==> config.mk <==
export PLATFORM = sky130hd
export DESIGN_NAME = sia_store
export DESIGN_NICKNAME = d
export VERILOG_FILES = /design/src/rtl/sia_pkg.sv /design/src/rtl/sia_store.sv
export SDC_FILE = /design/constraint.sdc
export NUM_CORES = 1
export LEC_CHECK = 0
export BUFFER_PORTS_ARGS = -buffer_cell sky130_fd_sc_hd__buf_2
export CORE_MARGIN = 1
export CORE_UTILIZATION = 55
export DETAILED_ROUTE_END_ITERATION = 7
export GPL_TIMING_DRIVEN = 1
export MAX_ROUTING_LAYER = met4
export PLACE_DENSITY = 0.75
export SYNTH_ARGS = -nofsm -noshare
export SYNTH_HDL_FRONTEND = slang
export SYNTH_SLANG_ARGS = --single-unit
==> constraint.sdc <==
create_clock -name clk -period 3.1 [get_ports clk]
set_input_delay 0.62 -clock clk [delete_from_list [all_inputs] [get_ports clk]]
set_output_delay 0.62 -clock clk [all_outputs]
set_load 0.005 [all_outputs]
==> src/rtl/sia_pkg.sv <==
// Shared widths, constants and stencil addressing for the interface area density block.
package sia_pkg;

  localparam int SAMPLE_FRAC_BITS = 16;
  localparam int OUT_INT_BITS     = 24;
  localparam int SAMPLE_W         = SAMPLE_FRAC_BITS + 1;
  localparam int POS_W            = 5;
  localparam int STENCIL_N        = 27;
  localparam int CENTRE_POS       = 13;
  localparam int RECIP_W          = 32;
  localparam int DIFF_W           = SAMPLE_W + 4;
  localparam int ABS_W            = DIFF_W - 1;
  localparam int MUL_W            = 34;
  localparam int PROD_W           = 2 * MUL_W;
  localparam int SQ_W             = PROD_W + 2;
  localparam int ROOT_W           = SQ_W / 2 + 1;
  localparam int OUT_W            = OUT_INT_BITS + 16;
  localparam int ACC_W            = OUT_W + 4;
  localparam int COMP_SHIFT       = SAMPLE_FRAC_BITS + 2;

  localparam logic [OUT_W-1:0] MAG_MAX = '1;

  // Stencil position of corner k of the 2x2x2 sub-cube pointing into octant oct.
  // Bit a of k set means the point is offset along axis a towards the octant.
  function automatic logic [POS_W-1:0] point_pos(input logic [2:0] oct, input logic [2:0] k);
    logic [POS_W-1:0] ix;
    logic [POS_W-1:0] iy;
    logic [POS_W-1:0] iz;
    ix = k[0] ? (oct[0] ? POS_W'(2) : POS_W'(0)) : POS_W'(1);
    iy = k[1] ? (oct[1] ? POS_W'(2) : POS_W'(0)) : POS_W'(1);
    iz = k[2] ? (oct[2] ? POS_W'(2) : POS_W'(0)) : POS_W'(1);
    return POS_W'(9) * iz + POS_W'(3) * iy + ix;
  endfunction

endpackage

==> src/rtl/sia_store.sv <==
// Stencil sample memory: one write port, one read port with registered data.
module sia_store import sia_pkg::*; (
  input  logic                clk,
  input  logic                wr_en,
  input  logic [POS_W-1:0]    wr_addr,
  input  logic [SAMPLE_W-1:0] wr_data,
  input  logic                rd_en,
  input  logic [POS_W-1:0]    rd_addr,
  output logic [SAMPLE_W-1:0] rd_data
);

  logic [SAMPLE_W-1:0] mem [STENCIL_N];
  logic [SAMPLE_W-1:0] rd_data_r;

  always_ff @(posedge clk) begin
    if (wr_en) begin
      mem[wr_addr] <= wr_data;
    end
    if (rd_en) begin
      rd_data_r <= mem[rd_addr];
    end
  end

  assign rd_data = rd_data_r;

endmodule

After elaboration in Yosys (flattened, before gate mapping)
Memory sizes are Yosys's and may differ from the RTL's. A register that Yosys moved wholly into a read port is not among the register bits.
Index checks and enable logic that the tools add are counted.
{ "classes": {"muxes": 2} }
{ "ops": {"columns": ["op", "n"], "rows": [
  ["1-bit two-way mux", 2]
]} }
{ "word_totals": {"mem_bits_rw": 459, "register_bits": 0, "input_bits": 30, "n_memories": 1, "word_cells": 3} }
{ "memory_table": {"columns": ["name", "depth", "width", "read_ports", "rd_clocked_by_memory_dff", "write_ports", "line", "text"], "rows": [
  ["mem", 27, 17, 1, 1, 1, "sia_store.sv:12", "logic [SAMPLE_W-1:0] mem [STENCIL_N];"]
]} }

Depth between registers and ports, before layout
Gate-level depths: netlist (run 1).
{ "logic_depth": {"word_depth": 2, "depth_mapped": 5} }

Least setup slack after synthesis (run 1)
Ideal clock, no wire load.
{ "synth_timing": {"path_type": "input to register", "startpoint": "input port rd_addr[0]", "endpoint": "register rd_data_r[10] (netlist: rd_data[10]) (read register of mem) (data pin)", "t_required_ns": 2.840, "stages": 5, "setup_slack_ns": 0.544, "arrival_ns": 2.296, "path_buffers": 2, "setup_time_ns": 0.260, "path_cell_list": "buf_2 buf_1 mux2_2 mux4_2 mux2_2"} }
{ "synth_rtl": {"columns": ["item", "line", "text"], "rows": [
  ["start: declaration", "sia_store.sv:8", "input logic [POS_W-1:0] rd_addr,"],
  ["end: declaration", "sia_store.sv:13", "logic [SAMPLE_W-1:0] rd_data_r;"]
]} }

==> key figures, run 1 <==
Timing
  • Final Skew: 0.0123 ns
  • Finish-stage setup viols: 0
  • Hold WS: 0.530 ns
  • Slew margin rel.: 55.0%
  • Fmax achieved: 449 MHz
  • Total negative setup slack: 0 ns
  • Final Hold Fails: 0
  • Final Cycle Share: 71.8%
  • Slew Limit Fails: 0
  • Min Tclk post-route: 2.23 ns
  • Least-Margin Pin Slew: 0.675 ns
  • Final worst slack: 0.874 ns
  • RSZ-0062 raised after global routing: false

CTS
  • CTS buffer count: 46
  • CTS H-tree depth: 2
  • Clk Latency, worst-skew pair: 0.55 ns
  • CTS resizes: 0
  • Reg clk slew, reported paths: 0.06 ns
  • CTS max path bufs: 3
  • Clock Sinks: 476
  • Post-CTS setup buffer count: 0
  • Root buf cell: clkbuf_16
  • CTS hold repair buffers: 0
  • CTS tree: done

Worst setup path
  • R2r startpoint: mem[7][7]
  • CP startpoint: rd_addr[0]
  • R2R Path End: rd_data[7]
  • R2r setup slk: 1.17 ns
  • Kind of critical path: input port to register
  • Worst setup SP type: input port
  • Critical Path Sink Type: register
  • R2R cell count: 3
  • Critical path arrival: 2.52 ns
  • CP required: 3.40 ns
  • Crit path capture: rd_data[1]
  • Worst-path maximum fanout: 27

Finish
  • Final core utilization: 63.9%
  • Fillcell total: 2057
  • Layout cell share with drive strength beyond 1: 41.1%
  • Final #Nets: 852
  • Area of the multi-input gates: 3700 µm²
  • Inserted Diodes: 0
  • Area delta synth->final: 14.5%
  • Sequential cell area: 14300 µm²
  • Non-Filler Instances: 1299

Synthesis
  • Synth cell types: 13
  • Area leader, netlist: edfxtp_1
  • Post-synthesis sequential area ratio: 79.0%
  • Top post-synthesis cells by area: edfxtp_1, mux4_2, mux2_2
  • Avg Synthesized Cell Area: 25.1 µm²
  • Synthesized area: 18100 µm²
  • Mapped Cells: 720
  • Synth cell count leaders: edfxtp_1, mux4_2, mux2_2, nor2_1, buf_1
  • Synth Register Bits: 476
  • Synth warn: 0
  • Async set-reset flop share out of synthesis: 0%
  • Post-synth top area share: 79.0%
  • Synth Flop Type: edfxtp_1
  • Post-synth EDFFs: 476
  • Count leader, synth: edfxtp_1
  • Mapped Nets: 750

Floorplanning
  • Die height: 183 µm
  • I/O pin count: 47
  • Cell row count: 66
  • Effective utilization at floorplan: 55.8%
  • Die X: 183 µm
  • DIE AREA: 33600 µm²
  • Core Footprint: 32500 µm²

Power
  • Worst VDD drop: 0.000463 V
  • PD cells: 638 nW/µm²
  • Leak pwr: 6.51 nW

Placed design
  • Dpl cells: 1216
  • GPL Wtd Cong: 0.803
  • IO Port Bufs: 46
  • Pre-CTS setup slack: 0.306 ns
  • Post-detail-place hpwl: 22.0 mm

Routing
  • DR WL/cell: 30.0 µm
  • DRC viols: 0
  • Final wirelength: 38.9 mm
  • DR pass1 iterations: 6
  • Vias after detailed routing: 8216
  • DRT antenna net count: 0
  • Vias/cell: 6.32
  • DRT iter0 DRCs: 953

Global routing
  • Pin count of the biggest net entering global routing: 35
  • Total grt overflow: 0
  • First-pass GRT wire length: 57.1 mm
  • All-Layer GR Usage: 25.1%
  • GRT busiest layer: met2
  • Initial antenna violation count: 0
  • Number of global-route vias before repair: 8724
  • Met1 global-route usage: 34.6%
  • Met2 Resource Use GR: 39.7%
  • Met3 Use GR: 3.20%

Worst hold path
  • HP Class: input port to register

Run
  • Max-cap violations: 0

Run status
  • Outcome: completed
## how the worst min path moves through the flow
stage / slack (ns) / end / from / cells after the start
floorplan: 0.72 / mem[0][0] / wr_data[0] / 0
global placement: 0.75 / rd_data[10] / mem[26][10] / 2
detailed placement: 0.75 / rd_data[4] / mem[26][4] / 2
CTS: 0.51 / mem[14][15] / wr_data[15] / 1
global route: 0.54 / mem[21][4] / wr_data[4] / 1
finish: 0.53 / mem[15][4] / wr_data[4] / 1
## flip-flops by register name, summed over array words and instances, names as in the netlist
| signal | count |
|---|---|
| mem | 459 |
| rd_data | 17 |
## worst max-delay path, stage by stage
cell    delay (ns)
buf_6         0.25
buf_12        0.28
mux4_2        0.55
mux4_2        0.52
mux2_2        0.28
## stage by stage
stage	power, mW	instance area [µm²]
finish	13.2	20700
global route	13.6	20700
CTS	13.3	20700
detailed placement	7.99	19300
global placement	7.96	19300
floorplan	7.71	18100
## power by group
part           internal [mW]  switching [mW]
Combinational          0.297           0.335
Clock                   3.11            2.26
Sequential              7.19          0.0342
Total                   10.6            2.62
## metal layers
layer / wire length (µm) / up-vias
li1: - / 3317
met1: 15500 / 4371
met2: 19200 / 448
met3: 3060 / 80
met4: 1120 / 0
met5: 0 / -
## cell families after synthesis
family	after synthesis	synth area share, %
buf+inv	35	0.947
flops	476	79.0
mux	170	19.0
simple gates	39	1.02
## final cells by class
class / instances / share of cell area [%]
clock buffer: 56 / 5.84
clock inverter: 27 / 1.13
multi-input combinational: 209 / 17.8
sequential: 476 / 69.0
tap: 442 / 2.67
timing repair buffer: 89 / 3.56
## cell usage in the layout, fill, tap and decap left out, types with 8 or more instances in the layout
master,n
clkbuf_16,47
clkinv_1,11
buf_4,30
clkinv_2,8
edfxtp_1,476
mux2_2,34
buf_2,44
mux4_2,136
nor2_2,27
clkbuf_1,9
buf_12,14
Note: power is estimated with default switching activity, not from simulation.
==> run 2: changes to the inputs <==
- clock period: 3.1 -> 2.25 ns (I/O delays scaled with it)
==> run 2 against run 1 <==
  * Count of clock-buffer cells in the layout rose by 2
  * Largest cell class unchanged
  * Critical path depth is 2 lower
  * Total power rose by 37%
  * Wire length is 2.3% higher
==> key figures, run 2 (synthesis results as in run 1) <==
Worst setup path
  • Crit-path cells: mux4_2, mux4_2, mux2_2
  • CP bufs+invs: 0 (-2)
  • Crit path capture: rd_data[3]
  • Top delay family on crit path: multiplexers
  • Crit path depth: 3 (-2)
  • CP max-delay cell: mux4_2
  • Critical path arrival: 2.26 ns (-0.26 ns)
  • Worst-path maximum fanout: 1 (-96%)
  • Critical Path Sink Type: register
  • R2R Path End: rd_data[3]
  • Worst setup SP type: register
  • Critical path's largest stage delay: 0.53 ns (-0.02 ns)
  • R2r startpoint: mem[9][3]
  • CP startpoint: mem[9][3]
  • Worst path most repeated cell: mux4_2
  • R2r setup slk: 0.28 ns (-0.89 ns)
  • Kind of critical path: register to register
  • R2R cell count: 3 (unchanged)
  • CP required: 2.54 ns (-0.86 ns)

Timing
  • Final worst slack: 0.282 ns (-0.592 ns)
  • RSZ-0062 raised after global routing: false
  • Slew Limit Fails: 0 (unchanged)
  • Final Cycle Share: 87.5%
  • Final Hold Fails: 0 (unchanged)
  • Slew margin rel.: 53.8% (-1.2 points)
  • Least-Margin Pin Slew: 0.692 ns (+0.0175 ns)
  • Fmax achieved: 508 MHz
  • Total negative setup slack: 0 ns (unchanged)
  • Finish-stage setup viols: 0 (unchanged)
  • Min Tclk post-route: 1.97 ns
  • Final Skew: 0.00882 ns (-0.00350 ns)

Finish
  • Largest reg by FF count: mem
  • Max reg flops: 459 (unchanged)
  • Most common cell after layout, fill and taps aside: edfxtp_1
  • Fillcell total: 2031 (-1.3%)
  • Area delta synth->final: 15.6%
  • Most frequent cells in the layout: edfxtp_1, mux4_2, buf_4
  • Final #Nets: 879 (+3.2%)
  • Layout cell share with drive strength beyond 1: 43.2% (+2.1 points)

Worst hold path
  • HP Class: input port to register

Global routing
  • All-Layer GR Usage: 25.4% (+0.36 points)
  • Pin count of the biggest net entering global routing: 28 (-20%)
  • Number of global-route vias before repair: 8823 (+1.1%)
  • Initial antenna violation count: 4 (+4)
  • Total grt overflow: 0 (unchanged)
  • First-pass GRT wire length: 57.5 mm (+0.70%)

Routing
  • DR WL/cell: 29.9 µm (-0.11%)
  • DRC viols: 0 (unchanged)
  • Vias/cell: 6.35 (+0.34%)
  • Final wirelength: 39.8 mm (+2.3%)
  • DRT iter0 DRCs: 900 (-5.6%)
  • Vias after detailed routing: 8441 (+2.7%)
  • DR pass1 iterations: 5 (-1)
  • DRT antenna net count: 0 (unchanged)

Floorplanning
  • Effective utilization at floorplan: 55.8% (unchanged)
  • Die height: 183 µm (unchanged)
  • DIE AREA: 33600 µm² (unchanged)
  • Core Footprint: 32500 µm² (unchanged)
  • Die X: 183 µm (unchanged)
  • I/O pin count: 47 (unchanged)
  • Cell row count: 66 (unchanged)

Placed design
  • Pre-CTS setup slack: -0.224 ns (-0.530 ns)
  • GPL Wtd Cong: 0.859 (+6.9%)
  • Post-detail-place hpwl: 23.3 mm (+6.0%)
  • IO Port Bufs: 46 (unchanged)

CTS
  • Clock Sinks: 476 (unchanged)
  • Post-CTS setup buffer count: 0 (unchanged)
  • Reg clk slew, reported paths: 0.06 ns (about the same)
  • Root buf cell: clkbuf_16
  • CTS hold repair buffers: 0 (unchanged)
  • CTS max path bufs: 3 (unchanged)
  • CTS tree: done
  • CTS resizes: 0 (unchanged)
  • CTS H-tree depth: 2 (unchanged)
  • Clk Latency, worst-skew pair: 0.55 ns (about the same)
  • CTS buffer count: 46 (unchanged)

Power
  • Leak pwr: 6.65 nW (+2.2%)
  • PD cells: 866 nW/µm² (+36%)
  • Worst VDD drop: 0.000816 V (+76%)

Run
  • Max-cap violations: 0 (unchanged)

Run status
  • Outcome: completed
## run 2: through the flow
stage | hold slack (ns) | std cells | instance area, µm² | util, % | power, mW
CTS | 0.340 | 1324 | 20900 | 64.4 | 18.2
floorplan | 0.549 | 720 | 18200 | - | 10.6
finish | 0.362 | 1330 | 20900 | 64.5 | 18.1
detailed placement | 0.767 | 1243 | 19500 | 60.1 | 11.0
global route | 0.366 | 1328 | 20900 | 64.4 | 18.5
global placement | 0.749 | 1243 | 19500 | 60.1 | 11.0
## run 2: worst min-delay path by stage
stage	from	endpoint	slack, ns	cells after the start
finish	wr_data[13]	mem[22][13]	0.36	1
global route	wr_data[15]	mem[11][15]	0.37	1
CTS	wr_data[14]	mem[8][14]	0.34	1
detailed placement	mem[26][11]	rd_data[11]	0.77	2
global placement	mem[26][16]	rd_data[16]	0.75	2
floorplan	wr_data[0]	mem[0][0]	0.55	0
## run 2: final cells by class
class / instances / area [µm²] / share of cell area [%]
Clock buffer: 58 / 1220 / 5.82
Timing Repair Buffer: 116 / 952 / 4.55
Antenna cell: 6 / 15.0 / 0.0718
Clock inverter: 23 / 193 / 0.921
Sequential cell: 476 / 14300 / 68.3
Tap cell: 442 / 553 / 2.64
Multi-Input combinational cell: 209 / 3700 / 17.7
## run 2: layer usage
layer  share of wire, %  vias up  routed length, µm  global-route usage [%]
li1                   -     3384                  -                       -
met1                 37     4444              14500                    32.8
met2                 50      507              19800                    40.0
met3                 10      106               4100                    5.64
met4                3.5        0               1370                    9.77
met5                  0        -                  0                       -
## run 2: where the power goes
group,total [mW],switching [mW],leakage (nW),internal [mW]
registers,9.95,0.0437,4.30,9.90
clock network,7.27,3.10,0.694,4.17
logic,0.898,0.469,1.66,0.429
total,18.1,3.61,6.65,14.5
