### src/rtl/sia_pkg.sv
// Shared widths, constants and stencil addressing for the interface area density block.
package sia_pkg;

  localparam int SAMPLE_FRAC_BITS = 16;
  localparam int OUT_INT_BITS     = 24;
  localparam int SAMPLE_W         = SAMPLE_FRAC_BITS + 1;
  localparam int POS_W            = 5;
  localparam int STENCIL_N        = 27;
  localparam int CENTRE_POS       = 13;
  localparam int RECIP_W          = 32;
  localparam int DIFF_W           = SAMPLE_W + 4;
  localparam int ABS_W            = DIFF_W - 1;
  localparam int MUL_W            = 34;
  localparam int PROD_W           = 2 * MUL_W;
  localparam int SQ_W             = PROD_W + 2;
  localparam int ROOT_W           = SQ_W / 2 + 1;
  localparam int OUT_W            = OUT_INT_BITS + 16;
  localparam int ACC_W            = OUT_W + 4;
  localparam int COMP_SHIFT       = SAMPLE_FRAC_BITS + 2;

  localparam logic [OUT_W-1:0] MAG_MAX = '1;

  // Stencil position of corner k of the 2x2x2 sub-cube pointing into octant oct.
  // Bit a of k set means the point is offset along axis a towards the octant.
  function automatic logic [POS_W-1:0] point_pos(input logic [2:0] oct, input logic [2:0] k);
    logic [POS_W-1:0] ix;
    logic [POS_W-1:0] iy;
    logic [POS_W-1:0] iz;
    ix = k[0] ? (oct[0] ? POS_W'(2) : POS_W'(0)) : POS_W'(1);
    iy = k[1] ? (oct[1] ? POS_W'(2) : POS_W'(0)) : POS_W'(1);
    iz = k[2] ? (oct[2] ? POS_W'(2) : POS_W'(0)) : POS_W'(1);
    return POS_W'(9) * iz + POS_W'(3) * iy + ix;
  endfunction

endpackage

### src/rtl/sia_sqrt.sv
// Bit-serial integer square root, rounded to nearest, two radicand bits per cycle.
module sia_sqrt import sia_pkg::*; (
  input  logic              clk,
  input  logic              rst_n,
  input  logic              start,
  input  logic [SQ_W-1:0]   radicand,
  output logic              done,
  output logic [ROOT_W:0]   root
);

  localparam int REM_W = ROOT_W + 3;
  localparam int CNT_W = $clog2(ROOT_W + 1);

  logic              busy_r;
  logic              done_r;
  logic [CNT_W-1:0]  cnt_r;
  logic [SQ_W-1:0]   src_r;
  logic [REM_W-1:0]  rem_r;
  logic [ROOT_W-1:0] root_r;
  logic [ROOT_W:0]   res_r;
  logic [REM_W-1:0]  rem_sh;
  logic [REM_W-1:0]  trial;
  logic              take;

  assign rem_sh = {rem_r[REM_W-3:0], src_r[SQ_W-1 -: 2]};
  assign trial  = {root_r, 2'b01};
  assign take   = rem_sh >= trial;

  always_ff @(posedge clk) begin
    if (!rst_n) begin
      busy_r <= 1'b0;
      done_r <= 1'b0;
      cnt_r  <= '0;
    end else begin
      done_r <= !start && busy_r && (cnt_r == '0);
      if (start) begin
        busy_r <= 1'b1;
        cnt_r  <= CNT_W'(SQ_W / 2);
        src_r  <= radicand;
        rem_r  <= '0;
        root_r <= '0;
      end else if (busy_r) begin
        if (cnt_r != '0) begin
          src_r  <= {src_r[SQ_W-3:0], 2'b00};
          rem_r  <= take ? rem_sh - trial : rem_sh;
          root_r <= {root_r[ROOT_W-2:0], take};
          cnt_r  <= cnt_r - CNT_W'(1);
        end else begin
          // The remainder is radicand minus root squared; round up above root.
          res_r  <= (rem_r > REM_W'(root_r)) ? {1'b0, root_r} + (ROOT_W+1)'(1)
                                             : {1'b0, root_r};
          busy_r <= 1'b0;
        end
      end
    end
  end

  assign done = done_r;
  assign root = res_r;

endmodule
### config.mk
export PLATFORM = sky130hd
export DESIGN_NAME = sia_sqrt
export DESIGN_NICKNAME = d
export VERILOG_FILES = /design/src/rtl/sia_pkg.sv /design/src/rtl/sia_sqrt.sv
export SDC_FILE = /design/constraint.sdc
export NUM_CORES = 1
export LEC_CHECK = 0
export BUFFER_PORTS_ARGS = -buffer_cell sky130_fd_sc_hd__buf_2
export CORE_MARGIN = 5
export CORE_UTILIZATION = 54
export CTS_BUF_LIST = sky130_fd_sc_hd__clkbuf_4 sky130_fd_sc_hd__clkbuf_8 sky130_fd_sc_hd__clkbuf_16
export DETAILED_ROUTE_END_ITERATION = 7
export PLACE_DENSITY = 0.85
export SKIP_CTS_REPAIR_TIMING = 1
export SLEW_MARGIN = 5
export SYNTH_ARGS = -nofsm -noshare
export SYNTH_HDL_FRONTEND = slang
export SYNTH_SLANG_ARGS = --single-unit
### constraint.sdc
create_clock -name clk -period 4.9 [get_ports clk]
set_clock_uncertainty 0.05 [all_clocks]
set_input_delay 0.49 -clock clk [delete_from_list [all_inputs] [get_ports clk]]
set_output_delay 0.49 -clock clk [all_outputs]
set_load 0.02 [all_outputs]
Word-level counts from Yosys, hierarchy flattened --
Cells that the tools add are included.
Storage, ports and cells: output and inout port bits 38, bits in latches 0, input bits 73, memory bits (read-only) 0, bits in writable memories 0, memories 0, bits in registers 190, word-level logic and storage cells 44
Cells by class: magnitude comparators 2, shift operators 0, multipliers 0, reductions and logical operators 12, bitwise operators 3, muxes and demuxes 15, divide/modulo/power cells 0, equal/unequal tests 0, add/subtract/negate cells 3
Operators with widths (count):
- $mux 70 | 3
- $mux 39 | 3
- $mux 36 | 3
- $ge 39x38->1 | 1
- $gt 39x36->1 | 1
- $sub 39x38->39 | 1
- $add 36x1->37 const B | 1
- $mux 6 | 3
- $logic_not 6->1 | 1
- $reduce_bool 6->1 | 1
- $sub 6x1->6 const B | 1
- $reduce_and 2->1 | 2
- $reduce_and 4->1 | 1
- $reduce_bool 2->1 | 2
- $mux 1 | 3
- $not 1->1 | 3
- $reduce_and 3->1 | 1
- $logic_and 1x1->1 | 2
- $reduce_or 2->1 | 1
- $logic_not 1->1 | 1

Depth between registers and ports, before layout --
Gate-level depths: netlist of run 1.
depth after elaboration 4, depth in mapped cells 13, mapped depth without buffers 10

Least setup slack after synthesis of run 1 --
OpenSTA, ideal clock, no wires.
path type input -> register, start in start, end reg rem_r[0] (enable), stages on the path 3, buffers on the path 2, setup time 517 ps, required time 4333 ps, arrival 4314 ps, path slack 20 ps, cell sequence clkbuf_1 > clkbuf_1 > o21a_1
On the way: cells in the longest elaborated chain, start to end 2, elaborated cells on any way between the ends 3, classes of those cells reduce/logical (3)
RTL lines:
- start: declaration | RTL line sia_sqrt.sv:5 | input logic start,
- $reduce_bool 2->1 (no source line)
- $reduce_and 3->1 (no source line) (*)
- end signal: assignment | RTL line sia_sqrt.sv:45 | rem_r <= take ? rem_sh - trial : rem_sh;
- end: declaration | RTL line sia_sqrt.sv:18 | logic [REM_W-1:0] rem_r;
Mark *: on every way between the ends. The rest lies on a longest branch, timed or not. A chain may end at the register's enable or synchronous reset.

Worst setup path after layout of run 1 --
start reg root_r[10], end reg res_r[36] (netlist: root[36]), data pin
On the way: cells in the longest elaborated chain, start to end 1, elaborated cells on any way between the ends 2, classes of those cells add/sub (1); order compare (1)
RTL lines:
- start: declaration | RTL line sia_sqrt.sv:19 | logic [ROOT_W-1:0] root_r;
- start signal: assignment | RTL line sia_sqrt.sv:46 | root_r <= {root_r[ROOT_W-2:0], take};
- $add 36x1->37 or $gt 39x36->1 (tied branches) | RTL line sia_sqrt.sv:50 | res_r <= (rem_r > REM_W'(root_r)) ? {1'b0, root_r} + (ROOT_W+1)'(1)
- end signal: assignment | RTL line sia_sqrt.sv:50
- end: declaration | RTL line sia_sqrt.sv:20 | logic [ROOT_W:0] res_r;
Several ways; a longest one is shown, not always the timed one.

==> impl_metrics.py, run 1 <==
metrics = {
    "critical_path": {
        "cp.required_ns": 5.04,
        "cp-end-kind": "flop",
        "slowest_delay_ns": 0.79,
        "critPathMaxFanout": 36,
        "cp.arrival_ns": 3.67,
        "timing.rr.start": "root_r[10]",
        "crit_chain": "inv_1, ha_1, a21oi_1, o211ai_1, a21boi_0, o22a_1, nand3_1, a21oi_4, nor3_1, and3_1",
        "crit_path_top_delay_cell": "a21oi_4",
        "worstSetupPathType": "flop to flop",
        "cp-startpoint": "root_r[10]",
        "startpoint_type": "flop",
    },
    "final_layout": {
        "synthToLayoutAreaGrowth_pct": 11.6,
        "drive_gt1_share_pct": 21.9,
        "finalNetCount": 1171,
        "layout_common_cells": "edfxtp_1 (182), buf_2 (109), nand2_1 (94)",
        "layout_commonest_cell": "edfxtp_1",
        "num_antenna_cells": 0,
        "final_util_pct": 61.6,
        "finish.instance_area_um2": 12000,
    },
    "pwr": {
        "peakVddDrop_v": 0.000280,
        "p_per_area_nw_per_um2": 351,
        "leakage_nw": 4.50,
    },
    "yosys": {
        "yosysWarnings": 0,
        "synth_top_cell_by_area": "edfxtp_1",
        "synth.avg_cell_area_um2": 11.1,
        "synth_edf_count": 182,
        "synthXorXnorAreaFrac_pct": 5.77,
        "synth_seq_cells": 190,
        "synthSimpleGateAreaFrac_pct": 14.6,
        "synth_compound_area_share_pct": 10.9,
        "netlist.area_leader.share_pct": 50.7,
        "synth_flop_cell": "edfxtp_1",
        "yosysUniqueCellTypes": 74,
        "synth.area.mux_share_pct": 7.32,
        "syn_area_um2": 10800,
        "ys_top_cells_by_area": "edfxtp_1 (51%), mux2_2 (7.1%), ha_1 (4.9%)",
        "yosysSeqAreaShare_pct": 52.2,
        "synth_top_family_by_area": "simple AND/OR/NAND/NOR gates",
        "syn_inst": 972,
        "synthAdderAreaFrac_pct": 4.88,
        "async_flop_share_pct": 0,
        "synth_nets": 1087,
    },
    "die": {
        "die_w_um": 151,
        "core-area_um2": 19500,
        "die_area_um2": 22900,
        "rows": 51,
        "die_h_um": 151,
        "initial_utilization_pct": 55.2,
        "num_io_pins": 111,
    },
    "clock_network": {
        "clk_pin_slew_ns": 0.08,
        "numCtsBuffers": 17,
        "htree_levels": 4,
        "cts.sinks": 190,
        "cts_max_path_buffers": 2,
        "cts_root_buffer": "clkbuf_16",
        "insertion_delay_ns": 0.44,
        "cts_tree": "done",
    },
    "min_path": {
        "min-delay-start": "radicand[0]",
        "hold_class": "primary input to flop",
    },
    "timing": {
        "max_clock_freq_mhz": 283,
        "fin_ws_ns": 1.37,
        "finalMaxSlewViolations": 0,
        "worst_pin_slew_ns": 1.05,
        "setup_viol": 0,
        "final-hold-violation-count": 0,
        "fin_setup_tns_ns": 0,
        "post-route-period-util_pct": 72.0,
        "rsz0062_at_grt": "false",
        "finalCriticalPeriod_ns": 3.53,
        "relSlewSlack_pct": 30.2,
    },
    "drt": {
        "vias": 7760,
        "wire_per_inst_um": 17.3,
        "drt-total-wl_um": 23100,
        "drt-initial-drc-count": 653,
        "final_antenna_net_count": 0,
        "first_pass_iters": 8,
        "vias_per_cell": 5.82,
        "drc": 0,
    },
    "run_status": {
        "status": "complete, no violations",
    },
    "grt": {
        "grt-ovfl-total": 0,
        "grtUsageTotal_pct": 20.6,
        "antenna_found_initial": 2,
        "grt_pass1_vias": 7520,
        "grt_pass1_wl_um": 37200,
        "grt_max_degree": 99,
    },
    "place": {
        "place_ws_ns": 1.47,
        "dp_hpwl_um": 16400,
        "io_buffers": 110,
        "dpl_cell_area_um2": 11400,
        "gp_congestion": 0.971,
    },
    "job": {
        "maxCapViolCount": 0,
    },
}
-- power by group --
group / switching, W / internal, W / leakage [nW] / total [W]
clock: 0.000643 / 0.000719 / 0.281 / 0.00136
combinational: 0.000534 / 0.000356 / 2.42 / 0.000890
sequential: 0.0000494 / 0.00192 / 1.80 / 0.00197
total: 0.00123 / 0.00300 / 4.50 / 0.00422
-- synthesized netlist by cell type (6+ instances only) --
master      n
edfxtp_1  182
nand2_1    94
nor2_1     86
mux2_2     68
a21oi_1    63
xnor2_1    60
inv_1      54
ha_1       42
nor3_1     36
nand3_1    20
nand4_1    20
o21ai_0    20
a21o_1     17
clkbuf_1   17
buf_2      14
nor4_1     13
xor2_1     11
buf_1      10
nor2b_1    10
o21a_1      9
a211oi_1    8
dfxtp_1     8
nand2b_1    6
-- metrics by stage --
step | instances | hold WS (ns) | power [W]
2_1_floorplan | 972 | 0.430 | 0.00270
3_3_place_gp | 1302 | 0.446 | 0.00286
3_5_place_dp | 1302 | 0.477 | 0.00288
4_1_cts | 1334 | 0.273 | 0.00423
5_1_grt | 1334 | 0.276 | 0.00443
6_report | 1334 | 0.290 | 0.00422
-- state kept, by name, indices dropped and copies added, names as in the netlist --
register / flops
root: 37
rem_r: 39
cnt_r: 6
src_r: 70
busy_r: 1
root_r: 36
done: 1
-- cell families (layout without fill, tap and decap cells) --
group / count (synthesis) / in the layout
AND/OR/NAND/NOR: 324 / 324
flip-flops: 190 / 190
AO/OA/AOI/OAI: 171 / 171
buffers and inverters: 104 / 201
XOR/XNOR: 71 / 71
multiplexers: 70 / 70
adder cells (fa/ha/maj): 42 / 42
-- metal layers --
metal	GRT usage, %	routed length, µm	vias to the layer above
met5	0	25	-
met4	6.07	312	4
met3	6.61	2100	34
met2	33.7	11000	324
met1	26.5	9680	3669
li1	-	-	3729
-- cell type report --
| cell class | instances | area, µm² |
|---|---|---|
| Fill cell | 1510 | 7500 |
| Inverter | 55 | 206 |
| Clock inverter | 15 | 151 |
| Timing Repair Buffer | 114 | 596 |
| Multi-Input combinational cell | 678 | 4690 |
| Tap cell | 265 | 332 |
| Clock buffer | 17 | 425 |
| Sequential cell | 190 | 5630 |
-- path summary, 6_finish.rpt --
check | endpoint | slack [ns] | cells after the start
min | src_r[0] | 0.29 | 2
min reg2reg | cnt_r[4] | 0.50 | 2
max | root[36] | 1.37 | 10
max reg2reg | root[36] | 1.37 | 10
-- worst max-delay path, delay by kind of cell, from the launching register on --
family / cells / cell delay (ns)
buffers and inverters: 1 / 0.17
adder cells (fa/ha/maj): 1 / 0.33
flip-flops: 1 / 0.45
AO/OA/AOI/OAI: 5 / 1.74
AND/OR/NAND/NOR: 3 / 0.54
Note: power is estimated with default switching activity, not from simulation.
==> run 2, diff against run 1 <==
- clock period: 4.9 -> 3.1 ns (I/O delays scaled with it)
==> run 2 against run 1 <==
Compared with the run above: critical path depth unchanged; non-clock buffer count up 47; critical endpoint is now rem_r[38]; sequential cell count unchanged; critical path type unchanged; die area unchanged; fmax up 19%; first-iteration DRC count up 10%; utilization up 2.8 points.
==> impl_metrics.py, run 2 (synthesis results as in run 1) <==
metrics = {
    "die": {
        "die_area_um2": 22900,
        "rows": 51,
        "die_w_um": 151,
        "initial_utilization_pct": 55.2,
        "die_h_um": 151,
        "num_io_pins": 111,
        "core-area_um2": 19500,
    },
    "pwr": {
        "p_per_area_nw_per_um2": 544,
        "leakage_nw": 4.72,
        "peakVddDrop_v": 0.000458,
    },
    "clock_network": {
        "cts.sinks": 190,
        "clk_pin_slew_ns": 0.07,
        "cts_max_path_buffers": 2,
        "cts_root_buffer": "clkbuf_16",
        "insertion_delay_ns": 0.44,
        "numCtsBuffers": 17,
        "cts_tree": "done",
        "htree_levels": 4,
    },
    "critical_path": {
        "cp.arrival_ns": 3.11,
        "crit_chain": "inv_1, ha_1, a21oi_1, o21ai_0, a22oi_1, nand4b_1, nand2_1, o31ai_2, a311oi_1, mux2_1",
        "worstSetupPathType": "flop to flop",
        "slowest_delay_ns": 0.41,
        "cp.required_ns": 3.23,
        "cp-end-kind": "flop",
        "startpoint_type": "flop",
        "critPathMaxFanout": 6,
        "crit_path_top_delay_cell": "edfxtp_1",
    },
    "run_status": {
        "status": "complete, no violations",
    },
    "final_layout": {
        "fillers": 1462,
        "finalNetCount": 1218,
        "finish.instance_area_um2": 12600,
        "multi_input_area_um2": 4870,
        "num_antenna_cells": 0,
        "drive_gt1_share_pct": 27.3,
        "synthToLayoutAreaGrowth_pct": 16.7,
        "top_register": "src_r",
        "layout_common_cells": "edfxtp_1 (182), buf_2 (109), nand2_1 (94)",
        "largest_reg_flops": 70,
        "layout_commonest_cell": "edfxtp_1",
        "regArea_um2": 5630,
    },
    "drt": {
        "wire_per_inst_um": 17.4,
        "vias_per_cell": 5.72,
        "first_pass_iters": 5,
        "drt-initial-drc-count": 718,
        "drt-total-wl_um": 23900,
        "final_antenna_net_count": 0,
        "vias": 7897,
        "drc": 0,
    },
    "timing": {
        "final-hold-violation-count": 0,
        "finalCriticalPeriod_ns": 2.98,
        "fin_setup_tns_ns": 0,
        "rsz0062_at_grt": "true",
        "setup_viol": 0,
        "post-route-period-util_pct": 96.1,
        "finalMaxSlewViolations": 0,
        "max_clock_freq_mhz": 336,
        "relSlewSlack_pct": 60.4,
        "worst_pin_slew_ns": 0.593,
    },
    "grt": {
        "grt_pass1_wl_um": 38000,
        "antenna_found_initial": 0,
        "grt-ovfl-total": 0,
        "grtUsageTotal_pct": 21.1,
        "grt_pass1_vias": 7662,
        "grt_max_degree": 78,
    },
    "min_path": {
        "hold_class": "primary input to flop",
    },
    "place": {
        "dpl_cell_area_um2": 11800,
        "dp_hpwl_um": 17100,
        "gp_congestion": 0.959,
        "io_buffers": 110,
    },
    "job": {
        "maxCapViolCount": 0,
    },
}
-- run 2: cell types whose count changed in the layout (fill, tap and decap cells not counted), moves of 3 or more --
cell,previous run,this run
a21oi_1,63,60
a21oi_2,0,3
buf_4,4,49
clkinv_2,0,4
clkinv_4,4,1
ha_1,42,29
ha_2,0,6
ha_4,0,7
inv_8,4,0
-- run 2: final cells by class --
cell class | instances | share of cell area [%]
Clock inverter | 13 | 1.09
Multi-Input combinational cell | 678 | 38.7
Sequential cell | 190 | 44.7
Inverter | 55 | 1.64
Clock buffer | 18 | 3.44
Timing Repair Buffer | 161 | 7.74
Tap cell | 265 | 2.64
-- run 2: final timing paths --
check                    from         to  slack (ns)  cells past startpoint
setup / recovery   root_r[11]  rem_r[38]        0.12                     10
hold / removal    radicand[1]   src_r[1]        0.10                      2
setup reg to reg   root_r[11]  rem_r[38]        0.12                     10
hold reg to reg      cnt_r[4]   cnt_r[4]        0.49                      2
-- run 2: critical path, delay by kind of cell (launching register included) --
family / cells / cell delay [ns]
AO/OA/AOI/OAI: 5 / 1.22
flip-flops: 1 / 0.41
multiplexers: 1 / 0.35
adder cells (fa/ha/maj): 1 / 0.31
AND/OR/NAND/NOR: 2 / 0.30
buffers and inverters: 1 / 0.10
-- run 2: metal layers --
metal  up-vias  wire length (µm)  share of wire, %  track usage [%]
met1      3702              9990                42             27.0
met3        48              2130               8.9             6.70
met2       335             11300                47             34.3
li1       3812                 -                 -                -
met5         -                 0                 0                0
met4         0               523               2.2             6.89
-- run 2: per-stage QoR --
stage          cells  hold WS (ns)  power (W)  util [%]  setup slack, ns
2_1_floorplan    972         0.377    0.00426         -            0.326
3_3_place_gp    1342         0.447    0.00461      60.3          0.00592
6_report        1380         0.105    0.00684      64.4            0.121
5_1_grt         1380         0.101    0.00717      64.4          -0.0270
3_5_place_dp    1342         0.471    0.00465      60.3           0.0224
4_1_cts         1373        0.0786    0.00680      63.2          -0.0246
-- run 2: report_power, final --
part	switching, W	internal (W)	leakage (nW)	total, W
clock	0.000959	0.00119	0.276	0.00215
combinational	0.000896	0.000675	2.65	0.00157
sequential	0.0000840	0.00304	1.80	0.00312
==> run 3, diff against run 2 <==
- CELL_PAD_IN_SITES_DETAIL_PLACEMENT: unset -> 0
- CELL_PAD_IN_SITES_GLOBAL_PLACEMENT: unset -> 1
- CORE_UTILIZATION: 54 -> 43
==> run 3 against run 2 <==
Compared with the run above: cell count rose by 6.1%; setup slack better by 0.013 ns; count of clock-buffer cells in the layout fell by 1; register-to-register slack about the same; first-iteration DRC count down 20%; highest routed layer is now met5.
==> impl_metrics.py, run 3 (synthesis results as in run 1) <==
metrics = {
    "run_status": {
        "status": "complete, no violations",
    },
    "critical_path": {
        "cp-end-kind": "flop",
        "critical_path_buf_inv_count": 0,
        "worstSetupPathType": "flop to flop",
        "critPathMaxFanout": 5,
        "cp.arrival_ns": 3.16,
        "crit_chain": "ha_2, o21ai_2, a221oi_2, nor2_2, o41a_4, o211ai_2, a31oi_1, or4_1, o311ai_1",
        "startpoint_type": "flop",
        "cp.required_ns": 3.30,
        "crit_path_top_delay_cell": "edfxtp_1",
        "cp-startpoint": "rem_r[1]",
        "timing.rr.start": "rem_r[1]",
        "slowest_delay_ns": 0.43,
        "critical_path.top_delay_family": "compound AO/OA/AOI/OAI gates",
    },
    "final_layout": {
        "fin_cells": 1464,
        "synthToLayoutAreaGrowth_pct": 19.1,
        "layout_common_cells": "edfxtp_1 (182), buf_2 (109), nand2_1 (94)",
        "final_util_pct": 51.5,
        "layout_commonest_cell": "edfxtp_1",
        "drive_gt1_share_pct": 28.7,
        "regArea_um2": 5630,
        "multi_input_area_um2": 4880,
        "largest_reg_flops": 70,
        "fillers": 2206,
        "top_register": "src_r",
        "finalNetCount": 1236,
        "num_antenna_cells": 0,
    },
    "clock_network": {
        "cts_root_buffer": "clkbuf_16",
        "clk_pin_slew_ns": 0.08,
        "cts_tree": "done",
        "cts_max_path_buffers": 2,
        "htree_levels": 4,
        "numCtsBuffers": 17,
        "cts.sinks": 190,
        "insertion_delay_ns": 0.43,
    },
    "die": {
        "core-area_um2": 24900,
        "rows": 58,
        "num_io_pins": 111,
        "die_w_um": 168,
        "die_area_um2": 28300,
        "initial_utilization_pct": 43.3,
        "die_h_um": 168,
    },
    "job": {
        "maxCapViolCount": 0,
    },
    "drt": {
        "vias_per_cell": 5.37,
        "drt-initial-drc-count": 576,
        "drt-total-wl_um": 24500,
        "first_pass_iters": 6,
        "drc": 0,
        "final_antenna_net_count": 0,
        "wire_per_inst_um": 16.7,
        "vias": 7861,
    },
    "place": {
        "gp_congestion": 0.906,
        "place_ws_ns": 0.0242,
        "dp_hpwl_um": 18000,
        "io_buffers": 110,
        "dp_cells": 1423,
    },
    "timing": {
        "relSlewSlack_pct": 43.3,
        "worst_pin_slew_ns": 0.850,
        "max_clock_freq_mhz": 337,
        "fin_ws_ns": 0.134,
        "finalMaxSlewViolations": 0,
        "setup_viol": 0,
        "post-route-period-util_pct": 95.7,
        "finalCriticalPeriod_ns": 2.97,
        "final-hold-violation-count": 0,
    },
    "min_path": {
        "min-delay-start": "radicand[0]",
        "hold_class": "primary input to flop",
    },
    "grt": {
        "grt_pass1_wl_um": 39300,
        "grt_max_degree": 115,
        "grtUsageTotal_pct": 17.1,
        "antenna_found_initial": 5,
        "grt-ovfl-total": 0,
        "grt_pass1_vias": 7669,
    },
    "pwr": {
        "peakVddDrop_v": 0.000381,
        "p_per_area_nw_per_um2": 538,
        "leakage_nw": 4.84,
    },
}
-- run 3: cell count changes in the layout (fill, tap and decap cells not counted), sizes merged --
cell | before | now
bufinv | 2 | 1
clkinv | 6 | 7
clkbuf | 18 | 17
clkinvlp | 3 | 0
inv | 57 | 62
buf | 161 | 179
-- run 3: metrics by stage --
| step | hold slack, ns | setup TNS (ns) | cell area [µm²] | power, W |
|---|---|---|---|---|
| 2_1_floorplan | 0.377 | 0 | 10800 | 0.00426 |
| 3_3_place_gp | 0.446 | 0 | 12000 | 0.00467 |
| 3_5_place_dp | 0.456 | 0 | 12000 | 0.00470 |
| 4_1_cts | 0.0933 | 0 | 12600 | 0.00687 |
| 5_1_grt | 0.0939 | -0.0396 | 12800 | 0.00724 |
| 6_report | 0.102 | 0 | 12800 | 0.00690 |
-- run 3: final cells by class --
class                      count  area share [%]
inverter                      55            1.61
clock buffer                  17            3.32
multi-input combinational    678            38.1
tap                          330            3.22
sequential                   190            43.9
clock inverter                15            1.16
timing repair buffer         179            8.77
-- run 3: report_power, final --
group | leakage, nW | switching (W) | internal [W]
Clock | 0.285 | 0.00103 | 0.00114
Sequential | 1.80 | 0.0000800 | 0.00304
Combinational | 2.75 | 0.000915 | 0.000710
-- run 3: path summary, 6_finish.rpt --
check | end | slack, ns | cells after the start
setup / recovery | rem_r[37] | 0.13 | 9
hold / removal | src_r[0] | 0.10 | 2
setup reg to reg | rem_r[37] | 0.13 | 9
hold reg to reg | cnt_r[4] | 0.47 | 2
-- run 3: worst register-to-register path, cell delays in order, from the launching register on --
cell      delay (ns)
edfxtp_1        0.43
ha_2            0.41
o21ai_2         0.08
a221oi_2        0.36
nor2_2          0.12
o41a_4          0.43
o211ai_2        0.25
a31oi_1         0.14
or4_1           0.42
o311ai_1        0.10
-- run 3: metal layers --
metal / track usage [%] / up-vias / part of all wire [%] / routed length [µm]
met3: 5.26 / 31 / 7.1 / 1750
li1: - / 3854 / - / -
met1: 22.6 / 3738 / 45 / 11100
met5: 0 / - / 0.23 / 57
met4: 3.67 / 10 / 1.0 / 249
met2: 27.8 / 228 / 46 / 11400
